File: src/rtl/afd_pkg.sv
`timescale 1ns / 1ps

package afd_pkg;

  localparam int MaxPayloadDefault = 128;
  localparam int LenFieldW = 16;

  localparam int PhaseW = 3;
  localparam logic [PhaseW-1:0] PH_HUNT   = 3'd0;
  localparam logic [PhaseW-1:0] PH_LEN_HI = 3'd1;
  localparam logic [PhaseW-1:0] PH_LEN_LO = 3'd2;
  localparam logic [PhaseW-1:0] PH_DATA   = 3'd3;
  localparam logic [PhaseW-1:0] PH_SUM    = 3'd4;

  localparam logic [7:0] DELIM    = 8'h7E;
  localparam logic [7:0] ESC_MARK = 8'h7D;
  localparam logic [7:0] ESC_FLIP = 8'h20;
  localparam logic [7:0] SUM_GOOD = 8'hFF;

  localparam logic KIND_DATA = 1'b0;
  localparam logic KIND_END  = 1'b1;

  typedef struct packed {
    logic       kind;
    logic [7:0] data;
    logic [6:0] offset;
    logic [7:0] length;
    logic       ok;
  } result_t;

endpackage

File: src/rtl/afd_step.sv
`timescale 1ns / 1ps

module afd_step #(
  parameter int MAX_PAYLOAD = afd_pkg::MaxPayloadDefault
) (
  input  logic              clk,
  input  logic              rst,
  input  logic              in_valid,
  output logic              in_stall,
  input  logic [7:0]        rx_byte,
  input  logic              buf_full,
  output logic              push,
  output afd_pkg::result_t  push_data
);

  localparam int LenW = $clog2(MAX_PAYLOAD + 1);
  localparam int LenFieldSel = afd_pkg::LenFieldW;
  localparam int LenFieldW = afd_pkg::LenFieldW;

  logic                        rx_valid;
  logic [7:0]                  rx_q;
  logic                        advance;
  logic                        accept;

  logic [afd_pkg::PhaseW-1:0]  phase;
  logic [afd_pkg::PhaseW-1:0]  phase_next;
  logic                        esc;
  logic                        esc_next;
  logic [7:0]                  len_high;
  logic [7:0]                  len_high_next;
  logic [LenW-1:0]             payload_length;
  logic [LenW-1:0]             payload_length_next;
  logic [LenW-1:0]             bytes_seen;
  logic [LenW-1:0]             bytes_seen_next;
  logic [7:0]                  running_sum;
  logic [7:0]                  running_sum_next;

  assign in_stall = rx_valid & buf_full;
  assign accept   = in_valid & ~in_stall;
  assign advance  = rx_valid & ~buf_full;

  always_ff @(posedge clk) begin
    if (rst) begin
      rx_valid <= 1'b0;
    end else if (accept) begin
      rx_valid <= 1'b1;
    end else if (advance) begin
      rx_valid <= 1'b0;
    end
  end

  always_ff @(posedge clk) begin
    if (accept) begin
      rx_q <= rx_byte;
    end
  end

  always_comb begin
    logic [7:0]           b;
    logic                 have_byte;
    logic [LenFieldSel:0] full_len;
    logic [LenW-1:0]      bytes_inc;
    logic [7:0]           sum_add;
    logic [LenFieldW-1:0] len_wide;
    logic [LenFieldW-1:0] off_wide;

    phase_next          = phase;
    esc_next            = esc;
    len_high_next       = len_high;
    payload_length_next = payload_length;
    bytes_seen_next     = bytes_seen;
    running_sum_next    = running_sum;
    push                = 1'b0;
    b                   = rx_q;
    have_byte           = 1'b0;
    full_len            = {1'b0, len_high, rx_q};
    bytes_inc           = bytes_seen + 1'b1;
    sum_add             = running_sum + rx_q;
    len_wide            = LenFieldW'(payload_length);
    off_wide            = LenFieldW'(bytes_seen);

    push_data.kind   = afd_pkg::KIND_DATA;
    push_data.data   = 8'd0;
    push_data.offset = off_wide[6:0];
    push_data.length = len_wide[7:0];
    push_data.ok     = 1'b0;

    if (phase inside {afd_pkg::PH_LEN_HI, afd_pkg::PH_LEN_LO, afd_pkg::PH_DATA,
                      afd_pkg::PH_SUM}) begin
      if (esc) begin
        esc_next  = 1'b0;
        b         = rx_q ^ afd_pkg::ESC_FLIP;
        have_byte = 1'b1;
      end else if (rx_q == afd_pkg::ESC_MARK) begin
        esc_next  = 1'b1;
      end else begin
        have_byte = 1'b1;
      end
      full_len = {1'b0, len_high, b};
      sum_add  = running_sum + b;
      if (have_byte) begin
        case (phase)
          afd_pkg::PH_LEN_HI: begin
            len_high_next = b;
            phase_next    = afd_pkg::PH_LEN_LO;
          end
          afd_pkg::PH_LEN_LO: begin
            if (full_len > (LenFieldW + 1)'(MAX_PAYLOAD)) begin
              full_len = (LenFieldW + 1)'(MAX_PAYLOAD);
            end
            payload_length_next = LenW'(full_len);
            bytes_seen_next     = '0;
            running_sum_next    = 8'd0;
            phase_next = (full_len == '0) ? afd_pkg::PH_SUM : afd_pkg::PH_DATA;
          end
          afd_pkg::PH_DATA: begin
            running_sum_next = sum_add;
            bytes_seen_next  = bytes_inc;
            if (bytes_inc >= payload_length) begin
              phase_next = afd_pkg::PH_SUM;
            end
            push           = advance;
            push_data.kind = afd_pkg::KIND_DATA;
            push_data.data = b;
          end
          default: begin
            running_sum_next = sum_add;
            phase_next       = afd_pkg::PH_HUNT;
            esc_next         = 1'b0;
            push             = advance;
            push_data.kind   = afd_pkg::KIND_END;
            push_data.offset = 7'd0;
            push_data.ok     = (sum_add == afd_pkg::SUM_GOOD);
          end
        endcase
      end
    end else begin
      phase_next = afd_pkg::PH_HUNT;
      esc_next   = 1'b0;
      if (rx_q == afd_pkg::DELIM) begin
        phase_next          = afd_pkg::PH_LEN_HI;
        len_high_next       = 8'd0;
        payload_length_next = '0;
        bytes_seen_next     = '0;
        running_sum_next    = 8'd0;
      end
    end
  end

  always_ff @(posedge clk) begin
    if (rst) begin
      phase          <= afd_pkg::PH_HUNT;
      esc            <= 1'b0;
      len_high       <= 8'd0;
      payload_length <= '0;
      bytes_seen     <= '0;
      running_sum    <= 8'd0;
    end else if (advance) begin
      phase          <= phase_next;
      esc            <= esc_next;
      len_high       <= len_high_next;
      payload_length <= payload_length_next;
      bytes_seen     <= bytes_seen_next;
      running_sum    <= running_sum_next;
    end
  end

endmodule

File: src/rtl/afd_out_buf.sv
`timescale 1ns / 1ps

module afd_out_buf (
  input  logic              clk,
  input  logic              rst,
  input  logic              push,
  input  afd_pkg::result_t  push_data,
  output logic              full,
  output logic              out_valid,
  input  logic              out_stall,
  output afd_pkg::result_t  head
);

  afd_pkg::result_t q0;
  afd_pkg::result_t q1;
  logic [1:0]       count;
  logic             pop;

  assign out_valid = (count != 2'd0);
  assign full      = (count == 2'd2);
  assign pop       = out_valid & ~out_stall;
  assign head      = q0;

  always_ff @(posedge clk) begin
    if (rst) begin
      count <= 2'd0;
    end else if (push && !pop) begin
      count <= count + 2'd1;
    end else if (pop && !push) begin
      count <= count - 2'd1;
    end
  end

  always_ff @(posedge clk) begin
    if (push && pop) begin
      if (count == 2'd1) begin
        q0 <= push_data;
      end else begin
        q0 <= q1;
        q1 <= push_data;
      end
    end else if (push) begin
      if (count == 2'd0) begin
        q0 <= push_data;
      end else begin
        q1 <= push_data;
      end
    end else if (pop) begin
      q0 <= q1;
    end
  end

endmodule

File: src/rtl/api_frame_escaped_decoder.sv
`timescale 1ns / 1ps

// Escaped API frame receiver. Takes one serial byte per request, hunts for
// the 0x7E delimiter, un-escapes 0x7D sequences, reads a 16-bit length
// clamped to MAX_PAYLOAD, then reports each payload byte with its offset and
// finishes each frame with one end-of-frame request carrying the checksum
// verdict. Sustained rate is one byte per clock: the frame state machine
// finishes each byte in a single pass between the input register and a
// two-entry output buffer, so a request can be taken every cycle while the
// output side keeps up. Each result is held first in the input register, then in the
// output buffer; the input side stalls only when both entries are held.

module api_frame_escaped_decoder #(
  parameter int MAX_PAYLOAD = afd_pkg::MaxPayloadDefault
) (
  input  logic       clk,
  input  logic       rst,
  input  logic       in_valid,
  output logic       in_stall,
  input  logic [7:0] rx_byte,
  output logic       out_valid,
  input  logic       out_stall,
  output logic       result_kind,
  output logic [7:0] payload_byte,
  output logic [6:0] byte_offset,
  output logic [7:0] frame_length,
  output logic       checksum_ok
);

  logic             buf_full;
  logic             push;
  afd_pkg::result_t push_data;
  afd_pkg::result_t head;

  afd_step #(
    .MAX_PAYLOAD(MAX_PAYLOAD)
  ) u_step (
    .clk       (clk),
    .rst       (rst),
    .in_valid  (in_valid),
    .in_stall  (in_stall),
    .rx_byte   (rx_byte),
    .buf_full  (buf_full),
    .push      (push),
    .push_data (push_data)
  );

  afd_out_buf u_out_buf (
    .clk       (clk),
    .rst       (rst),
    .push      (push),
    .push_data (push_data),
    .full      (buf_full),
    .out_valid (out_valid),
    .out_stall (out_stall),
    .head      (head)
  );

  assign result_kind  = head.kind;
  assign payload_byte = head.data;
  assign byte_offset  = head.offset;
  assign frame_length = head.length;
  assign checksum_ok  = head.ok;

endmodule

File: config.mk
export PLATFORM = sky130hd
export DESIGN_NAME = api_frame_escaped_decoder
export DESIGN_NICKNAME = d
export VERILOG_FILES = /design/src/rtl/afd_pkg.sv /design/src/rtl/afd_step.sv /design/src/rtl/afd_out_buf.sv /design/src/rtl/api_frame_escaped_decoder.sv
export SDC_FILE = /design/constraint.sdc
export NUM_CORES = 1
export LEC_CHECK = 0
export ABC_AREA = 1
export BUFFER_PORTS_ARGS = -buffer_cell sky130_fd_sc_hd__buf_2
export CAP_MARGIN = 15
export CELL_PAD_IN_SITES_DETAIL_PLACEMENT = 0
export CELL_PAD_IN_SITES_GLOBAL_PLACEMENT = 2
export CORE_ASPECT_RATIO = 1.25
export CORE_MARGIN = 8
export CORE_UTILIZATION = 33
export DETAILED_ROUTE_END_ITERATION = 7
export PLACE_DENSITY_LB_ADDON = 0.1
export SETUP_SLACK_MARGIN = 0.3
export SLEW_MARGIN = 20
export SYNTH_ARGS = -nofsm -noshare
export SYNTH_HDL_FRONTEND = slang
export SYNTH_SLANG_ARGS = --single-unit
export TNS_END_PERCENT = 20
File: constraint.sdc
create_clock -name clk -period 3.1 [get_ports clk]
set_input_delay 0.62 -clock clk [delete_from_list [all_inputs] [get_ports clk]]
set_output_delay 0.62 -clock clk [all_outputs]
set_load 0.02 [all_outputs]
After elaboration in Yosys (flattened, before gate mapping):

Cells that the tools add are included.

* div/mod/pow operators: 0
* multiplexer cells: 57
* magnitude comparators: 2
* eq/ne operators: 18
* bitwise logic cells: 8
* add/sub/neg operators: 4
* shift-type cells: 0
* $mul: 0
* reduce and logical (&&, ||, !) cells: 23

Operator list (number)
* 25-bit two-way mux: 9
* 8-bit two-way mux: 13
* 17-bit two-way mux: 3
* 16-bit two-way mux: 3
* 8-bit one-hot mux with 2 select lines: 2
* 1-bit two-way mux: 18
* 17-bit logical NOT: 1
* 8-bit by 7-bit == test with 1-bit output (second input constant): 2
* 16-bit by 8-bit greater-than comparator with 1-bit output (second input constant): 1
* 4-bit AND reduction: 4
* 3-bit two-way mux: 4
* 2-bit nonzero test: 5
* 3-bit one-hot mux with 3 select lines: 1
* 8-bit by 1-bit adder with 8-bit output (second input constant): 1
* 8-bit adder: 1
* 8-bit == test (second input constant): 1
* 8-bit >= comparator: 1
* 7-bit two-way mux: 1
* 3-bit by 2-bit == test with 1-bit output (second input constant): 2
* 6-bit two-way mux: 1
* 2-bit by 1-bit != test with 1-bit output (second input constant): 3
* 2-bit != test (second input constant): 3
* 3-bit != test (second input constant): 2
* 3-bit AND reduction: 2
* 18 further kinds: 28

* memory bits (writable): 0
* ROM bits: 0
* memories: 0
* input bits: 12
* output and inout bits: 27
* flip-flop bits (word level): 97
* latch bits: 0

Logic depth before layout (Yosys ltp):

Gate-level depths: netlist of the first run.

* depth after elaboration: 13
* depth in mapped cells: 15
* mapped depth without buffers: 14

By module:

Synthesis of the first run repeated with hierarchy kept, for this count alone.

* cells, all modules: 695
* area, all modules: 5464.0 µm²

By module, submodules not included
* afd_out_buf: cells each 320, area each 2746.4 µm², instances 1
* afd_step: cells each 375, area each 2717.6 µm², instances 1

Least setup slack after synthesis of the first run:

OpenSTA, ideal clock, no wires.

* kind: register to register
* start: reg u_out_buf.count[0]
* end: reg u_out_buf.q0 (netlist bit u_out_buf.head[0]), enable pin
* path slack: -58 ps
* path buffers: 0
* arrival time: 2716 ps
* stages on the path, launching flop included: 6
* period minus slack after synthesis: 3158 ps
* path through: dfxtp_1 > inv_1 > ha_1 > nor2_1 > nand3_2 > o21ai_0

* cells in the longest elaborated chain, start to end: 9
* elaborated cells on any way between the ends: 13
* those cells by class: eq/ne: 2; mux: 3; bitwise: 3; reduce/logical: 5

RTL lines
* from (decl): RTL line afd_out_buf.sv:16 `logic [1:0] count;`
* from (signal assigned): RTL line afd_out_buf.sv:28 `count <= count + 2'd1;`
* from (signal assigned): RTL line afd_out_buf.sv:30 `count <= count - 2'd1;`
* 2-bit == test: RTL line afd_out_buf.sv:20 `assign full = (count == 2'd2);`
* 1-bit inverter: RTL line afd_step.sv:40 `assign advance = rx_valid & ~buf_full;`
* 1-bit AND: RTL line afd_step.sv:40
* 1-bit two-way mux: RTL line afd_step.sv:102 `case (phase)`
* 1-bit two-way mux: RTL line afd_step.sv:101 `if (have_byte) begin`
* 1-bit two-way mux: RTL line afd_step.sv:88 `if (phase inside {afd_pkg::PH_LEN_HI, afd_pkg::PH_LEN_LO, afd_pkg::PH_DATA,`
* 1-bit logical AND: RTL line afd_out_buf.sv:35 `if (push && pop) begin`
* 3-bit != test (no line) or 3-bit nonzero test (tied branches)
* 2-bit AND reduction (no line) (*)
* to (signal assigned): RTL line afd_out_buf.sv:37 `q0 <= push_data;`
* to (signal assigned): RTL line afd_out_buf.sv:39 `q0 <= q1;`
* to (signal assigned): RTL line afd_out_buf.sv:44 `q0 <= push_data;`
* to (decl): RTL line afd_out_buf.sv:14 `afd_pkg::result_t q0;`

Every way passes the cells marked *; elsewhere a longest branch is shown, timed or not.
A chain may end at the register's enable or synchronous reset.

Worst setup path after layout of the first run:

* start: reg u_out_buf.count[0]
* end: reg u_out_buf.q1[13] (netlist name), enable pin

* cells in the longest elaborated chain, start to end: 9
* elaborated cells on any way between the ends: 15
* those cells by class: eq/ne: 4; mux: 3; bitwise: 3; reduce/logical: 5

RTL lines
* 2-bit == test: RTL line afd_out_buf.sv:20
* 1-bit inverter: RTL line afd_step.sv:40
* 1-bit AND: RTL line afd_step.sv:40
* 1-bit two-way mux: RTL line afd_step.sv:102
* 1-bit two-way mux: RTL line afd_step.sv:101
* 1-bit two-way mux: RTL line afd_step.sv:88
* 1-bit logical AND: RTL line afd_out_buf.sv:35
* 2-bit != test (no line) (tied with other cells)
* 3-bit AND reduction (no line) (*)
* to (signal assigned): RTL line afd_out_buf.sv:40 `q1 <= push_data;`
* to (signal assigned): RTL line afd_out_buf.sv:46 `q1 <= push_data;`
* to (decl): RTL line afd_out_buf.sv:15 `afd_pkg::result_t q1;`

Marks and branches as above.

==> flow_summary.ini, run 1 <==
[status]
status = finished clean

[clock_network]
cts.sinks = 97
htree_levels = 3
clock_latency_ps = 340
ctsLongestPathBuffers = 2
root_buffer = clkbuf_16
cts_tree = yes
clk_pin_slew_ps = 70
numCtsBuffers = 9

[grt]
grt_pass1_wl_um = 19800
grt_max_degree = 40
antenna_found_initial = 0
grtUsageTotal_pct = 13.2
grt_pass1_vias = 3704
grt_overflow = 0

[worst_hold_path]
hp-start = rx_byte[6]
min_path_cells = 1
whs_endpoint = u_step.rx_q[6]
hold_path_class = input port to flop

[critical_path]
crit_arrival_ps = 2590
crit_path_cell_trace = inv_1 -> ha_1 -> nor2_1 -> nand3_2 -> clkinv_1 -> ha_1 -> inv_1 -> nor2_1 -> o21a_1 -> buf_4
r2r_cells = 10
crit_buf_inv = 4
crit_family = simple AND/OR/NAND/NOR gates
crit_start = u_out_buf.count[0]
slowest_delay_ps = 330
r2r_end = u_out_buf.q1[13]
path_max_fanout = 25
r2r_slack_ps = 520
required_ps = 3110
crit_slowest_cell = dfxtp_1
cp-start-kind = flop
crit_type = flop to flop
reg2reg_from = u_out_buf.count[0]
critPathCaptureType = flop

[floorplanning]
die_area_um2 = 19100
die_x_um = 125
core_area_um2 = 14800
placementRows = 50
ios = 39
initial_core_util_pct = 33.3
dieHeight_um = 152

[route]
vias = 3748
dr_wl_met3_um = 415
final_antenna_net_count = 0
viasPerCell = 4.57
wl_um = 12200
wl_met1_um = 5610
top_layer = met4
met2_length_um = 6080
post-route-drc-count = 0
drtIter0Drc = 164
first_pass_iters = 4
wl_per_cell_um = 14.9

[synth]
synth_cells = 588
synth_fp_nets = 622
synth_seq_area_share_pct = 51.3
yosys_warnings = 0
ys_seq_elements = 97
synth_area_um2 = 4920
postSynthAreaPerCell_um2 = 8.36
synth_cell_types = 39

[timing]
max_slew_margin_pct = 61.6
setup_viol = 0
fmax_mhz = 388
skew_ps = 8.35
finalCritPeriodShare_pct = 83.1
hold_viol = 0
period_minus_slack_ps = 2580
fin_setup_tns_ps = 0
rsz0062_at_grt = false
worstMarginPinSlew_ps = 574
drv_slew = 0

[pwr]
total_power_w = 0.00313
leakage_nw = 2.48
power_density_nw_per_um2 = 558
ir_drop_uv = 200

[finish]
finish.utilization_pct = 38.0
instances_no_fill = 821
drive_gt1_share_pct = 12.8
fin_nets = 668
areaGrowthSynthToFinish_pct = 14.2
diodes = 0

[placement]
port-buffer-count = 38
place_hpwl_um = 9610
gp_congestion = 0.815
placed_cells = 803

[flow_run]
maxCapViolCount = 0
==> final cells by class <==
cell class / instances / area [um2]
clock inverters: 6 / 43.8
flip-flops and latches: 97 / 2520
multi-input cells: 396 / 2010
fillers: 1552 / 9150
clock buffers: 10 / 229
inverters: 82 / 313
repair buffers: 48 / 265
well taps: 182 / 228
==> synth_stat cells <==
library cell  count  area (um2)
nand2_1         162         608
o21ai_0          36         180
nand3_2           3        30.0
nand3_1          35         175
nor3_1            5        25.0
o21a_1            3        22.5
buf_6             3        33.8
clkbuf_2          1        5.00
a21oi_1          28         140
nor2_1           68         255
clkinv_1          2        7.51
nand2_4           2        22.5
a211oi_1          1        7.51
a21oi_4           1        16.3
ha_1             21         263
inv_4             1        6.26
nor3_2            1        10.0
buf_4             2        15.0
xor2_1            6        52.6
xnor2_1           3        26.3
nand2_2           1        6.26
o21bai_1          1        7.51
buf_2             2        10.0
a21oi_2           1        8.76
fa_1              1        20.0
or2_2             1        6.26
clkbuf_1          5        18.8
nand4_1           7        43.8
o21ai_1           1        5.00
edfxtp_1         58        1740
nand3b_1          1        7.51
o21ai_2           1        8.76
inv_1            77         289
nor2_4            1        11.3
inv_2             2        7.51
o21ai_4           1        16.3
nor2_2            2        12.5
and2_1            2        12.5
dfxtp_1          39         781
==> cells by family (layout without fill, tap and decap cells) <==
| family | count (synthesis) | after routing | share of synthesized area (%) |
|---|---|---|---|
| adder cells (fa/ha/maj) | 22 | 22 | 5.75 |
| buffers and inverters | 95 | 146 | 7.99 |
| AND/OR/NAND/NOR | 291 | 291 | 24.9 |
| XOR/XNOR | 9 | 9 | 1.60 |
| flip-flops | 97 | 97 | 51.3 |
| AO/OA/AOI/OAI | 74 | 74 | 8.40 |
==> how the worst max path moves through the flow <==
stage | endpoint | slack (ps) | cells past startpoint
after global routing | u_out_buf.head[19] | 310 | 13
final | u_out_buf.q1[13] | 520 | 10
after CTS | u_out_buf.head[6] | 360 | 13
after detailed placement | u_out_buf.head[6] | 90 | 13
after global placement | u_out_buf.head[2] | 240 | 13
after floorplan | u_out_buf.q1[0] | 540 | 9
==> where the power goes <==
group / switching (W) / internal (W)
Clock: 0.000489 / 0.000547
Sequential: 0.0000443 / 0.00147
Combinational: 0.000406 / 0.000176
==> timing repair <==
action                     CTS  global route
gates resized for setup      2             0
setup endpoints to repair   25            25
setup buffers                0             2
hold buffers                 0             0
pin swaps                    0             0
==> sequential cells by signal (all words and copies together) (netlist names) <==
name / cells
u_step.running_sum: 8
u_step.bytes_seen: 8
u_step.rx_q: 8
u_step.len_high: 8
u_out_buf.count: 2
u_out_buf.head: 25
u_step.rx_valid: 1
u_step.phase: 3
u_step.payload_length: 8
u_step.esc: 1
u_out_buf.q1: 25
==> metrics by stage <==
step | area [um2] | hold slack (ps) | setup WS (ps)
floorplan | 4920 | 430 | 539
global placement | 5320 | 451 | 237
detailed placement | 5320 | 449 | 88.2
CTS | 5600 | 429 | 362
global route | 5610 | 436 | 314
finish | 5610 | 446 | 525
==> cell usage in the layout (no fill, tap or decap), drive strengths merged <==
| master | count |
|---|---|
| inv | 81 |
| buf | 48 |
| xnor2 | 3 |
| clkinv | 6 |
| clkinvlp | 1 |
| edfxtp | 58 |
| xor2 | 6 |
| nand4 | 7 |
| ha | 21 |
| nor3 | 6 |
| and2 | 2 |
| a211oi | 1 |
| or2 | 1 |
| o21bai | 1 |
| nand3b | 1 |
| clkbuf | 10 |
| a21oi | 30 |
| nor2 | 71 |
| dfxtp | 39 |
| o21ai | 39 |
| fa | 1 |
| o21a | 3 |
| nand3 | 38 |
| nand2 | 165 |
==> routing by layer <==
layer / global-route usage (%) / up-vias
met5: 0 / -
met4: 4.36 / 0
met3: 3.05 / 7
met2: 22.8 / 67
met1: 15.6 / 1674
li1: - / 2000
Note: power is estimated with default switching activity, not from simulation.
==> run 2: changes to the inputs <==
ABC_AREA = 0   (was 1)
CORE_UTILIZATION = 36   (was 33)
clock period = 2.1 ns   (was 3.1 ns; I/O delays follow)
==> run 2 against run 1 <==
The run now ends with negative setup slack left. Fmax rose by 8.3%. Critical path depth down 3. First-iteration DRC count fell by 13%. Die area down 12%. Synthesized cell count shrank 30%. Synthesized area shrank 5.9%. Final area rose by 11%. Wire length decreased by 5.2%. Sequential share of layout area down 4.2 points. Global-route usage up 1.0 points. Clock-buffer cell count is 1 lower. Non-clock buffer count is 64 higher. Critical path type unchanged. Largest power group unchanged. Highest routed layer unchanged.
==> flow_summary.ini, run 2 <==
[synth]
synth_cells = 414
yosys.cell_count.top_type = edfxtp_1
synth_fp_nets = 448
synthTopCellsByCount = 58 x edfxtp_1, 39 x dfxtp_1, 38 x nand2_1
synth.top_cell.area_share_pct = 37.6
synth.area.mux_share_pct = 5.06
synthTopCellsByArea = edfxtp_1 38%, dfxtp_1 17%, ha_1 5.7%, mux2_2 4.1%, nand2_1 3.1%
synth_seq_area_share_pct = 54.5
synth_area_um2 = 4630
synthFlopType = edfxtp_1
ys_seq_elements = 97
synth_fa_ha_area_share_pct = 6.11
synth_top_cell_by_area = edfxtp_1
postSynthAreaPerCell_um2 = 11.2
synth-async-reset-ratio_pct = 0
synth-compound-area-share_pct = 11.0
yosys_warnings = 0
synth_top_family_by_area = simple AND/OR/NAND/NOR gates
synth_xor_area_share_pct = 2.84
yosys.area_share.simple_pct = 17.4
synth_cell_types = 56
synth-edff-count = 58

[critical_path]
crit_type = flop to flop
crit_path_cell_trace = or3b_4 -> nor3_4 -> nor3_4 -> ha_4 -> mux2i_4 -> buf_12 -> mux2_2
path_common_cell = nor3_4
slowest_delay_ps = 430
cp-start-kind = flop
path_max_fanout = 15
crit_arrival_ps = 2480
crit_slowest_cell = or3b_4
critPathCaptureType = flop
required_ps = 2200
r2r_cells = 7
r2r_end = u_out_buf.head[13]
r2r_slack_ps = -280
reg2reg_from = u_step.rx_q[0]

[floorplanning]
ios = 39
dieHeight_um = 143
die_area_um2 = 16800
placementRows = 46
initial_core_util_pct = 36.7
die_x_um = 117
core_area_um2 = 12600

[grt]
grtUsageTotal_pct = 14.2
grt_pass1_wl_um = 18700
grt_pass1_vias = 3633
grt_overflow = 0
grt_max_degree = 35
antenna_found_initial = 0

[finish]
layout_common_cells = 63 x buf_4, 58 x edfxtp_1, 37 x buf_2
finish.utilization_pct = 49.4
diodes = 0
areaGrowthSynthToFinish_pct = 34.5
drive_gt1_share_pct = 40.3
instances_no_fill = 694
fin_nets = 555
final_common_cell = buf_4

[status]
violations = negative setup slack
status = complete, but fails checks

[pwr]
ir_drop_uv = 352
power_density_nw_per_um2 = 730
leakage_nw = 2.43

[timing]
period_minus_slack_ps = 2380
fin_setup_tns_ps = -10200
fin_hold_ws_ps = 241
skew_ps = 7.59
max_slew_margin_pct = 73.9
finalCritPeriodShare_pct = 113
fmax_mhz = 420
worstMarginPinSlew_ps = 389
setup_ws_ps = -279
drv_slew = 0
hold_viol = 0
rsz0062_at_grt = true
setup_viol = 63

[clock_network]
cts_hold_buf = 0
htree_levels = 3
ctsLongestPathBuffers = 2
numCtsBuffers = 9
cts.sinks = 97
clock_latency_ps = 350
root_buffer = clkbuf_16
clk_pin_slew_ps = 80
cts_tree = yes

[route]
final_antenna_net_count = 0
viasPerCell = 4.97
wl_um = 11600
drtIter0Drc = 142
wl_per_cell_um = 16.7
post-route-drc-count = 0
first_pass_iters = 4
vias = 3449

[placement]
gp_congestion = 0.803
placed_cells = 670
port-buffer-count = 38
place_hpwl_um = 8290

[worst_hold_path]
hold_path_class = input port to flop
whs_endpoint = u_step.rx_q[7]
min_path_cells = 1
hp-start = rx_byte[7]

[flow_run]
maxCapViolCount = 0
## run 2: critical path: cells and delay by family, from the launching register on
kind / cells / cell delay [ps]
simple gates: 3 / 740
mux: 2 / 590
flops: 1 / 420
buf+inv: 1 / 200
fa+ha+maj: 1 / 180
## run 2: how the worst max path moves through the flow
stage	start	endpoint	slack (ps)	cells after the start
3_5_place_dp	u_step.rx_q[0]	u_out_buf.head[0]	-430	8
5_1_grt	u_step.rx_q[0]	u_out_buf.head[0]	-360	9
6_report	u_step.rx_q[0]	u_out_buf.head[13]	-280	7
4_1_cts	u_step.rx_q[0]	u_out_buf.head[0]	-300	8
2_1_floorplan	u_step.rx_q[1]	u_out_buf.head[11]	-470	7
3_3_place_gp	u_step.rx_q[0]	u_out_buf.head[0]	-320	8
## run 2: cell type report
type                            instances  area, um2
Clock buffer                            9        225
Clock inverter                          7       71.3
Fill cell                            1177       6380
Inverter                               19       71.3
Multi-Input combinational cell        282       2280
Sequential cell                        97       2530
Tap cell                              168        210
Timing Repair Buffer                  112        832
## run 2: cells by family (layout without fill, tap and decap cells)
group                      after synthesis  count (layout)
DFF                                     97              97
AOI/OAI and AO/OA                       80              80
adders and majority gates               22              22
muxes                                   20              20
xor gates and xnor gates                15              15
buffers and inverters                   35             147
and+or+nand+nor                        145             145
## run 2: stage by stage
stage / cell area, um2 / total power, W / setup WS [ps]
2_1_floorplan: 4670 / 0.00259 / -471
6_report: 6220 / 0.00454 / -279
3_3_place_gp: 5530 / 0.00288 / -321
5_1_grt: 6220 / 0.00474 / -357
4_1_cts: 6060 / 0.00457 / -300
3_5_place_dp: 5530 / 0.00289 / -432
## run 2: timing repair
| action | in CTS | in global routing |
|---|---|---|
| pin swaps | 19 | 14 |
| buffers inserted | 5 | 3 |
| setup endpoints to repair | 130 | 129 |
| gates resized for setup | 56 | 35 |
## run 2: metal layers
layer  vias to the layer above  track usage, %  share of wire (%)
li1                       1711               -                  -
met1                      1678            15.8                 43
met2                        49            26.2                 53
met3                        11            3.04                3.0
met4                         0            5.00                1.4
met5                         -               0                  0
## run 2: where the power goes
part	total, W	leakage (nW)	switching (W)	internal (W)
Sequential	0.00215	0.881	0.0000334	0.00211
Clock	0.00164	0.139	0.000798	0.000840
Combinational	0.000757	1.41	0.000453	0.000304
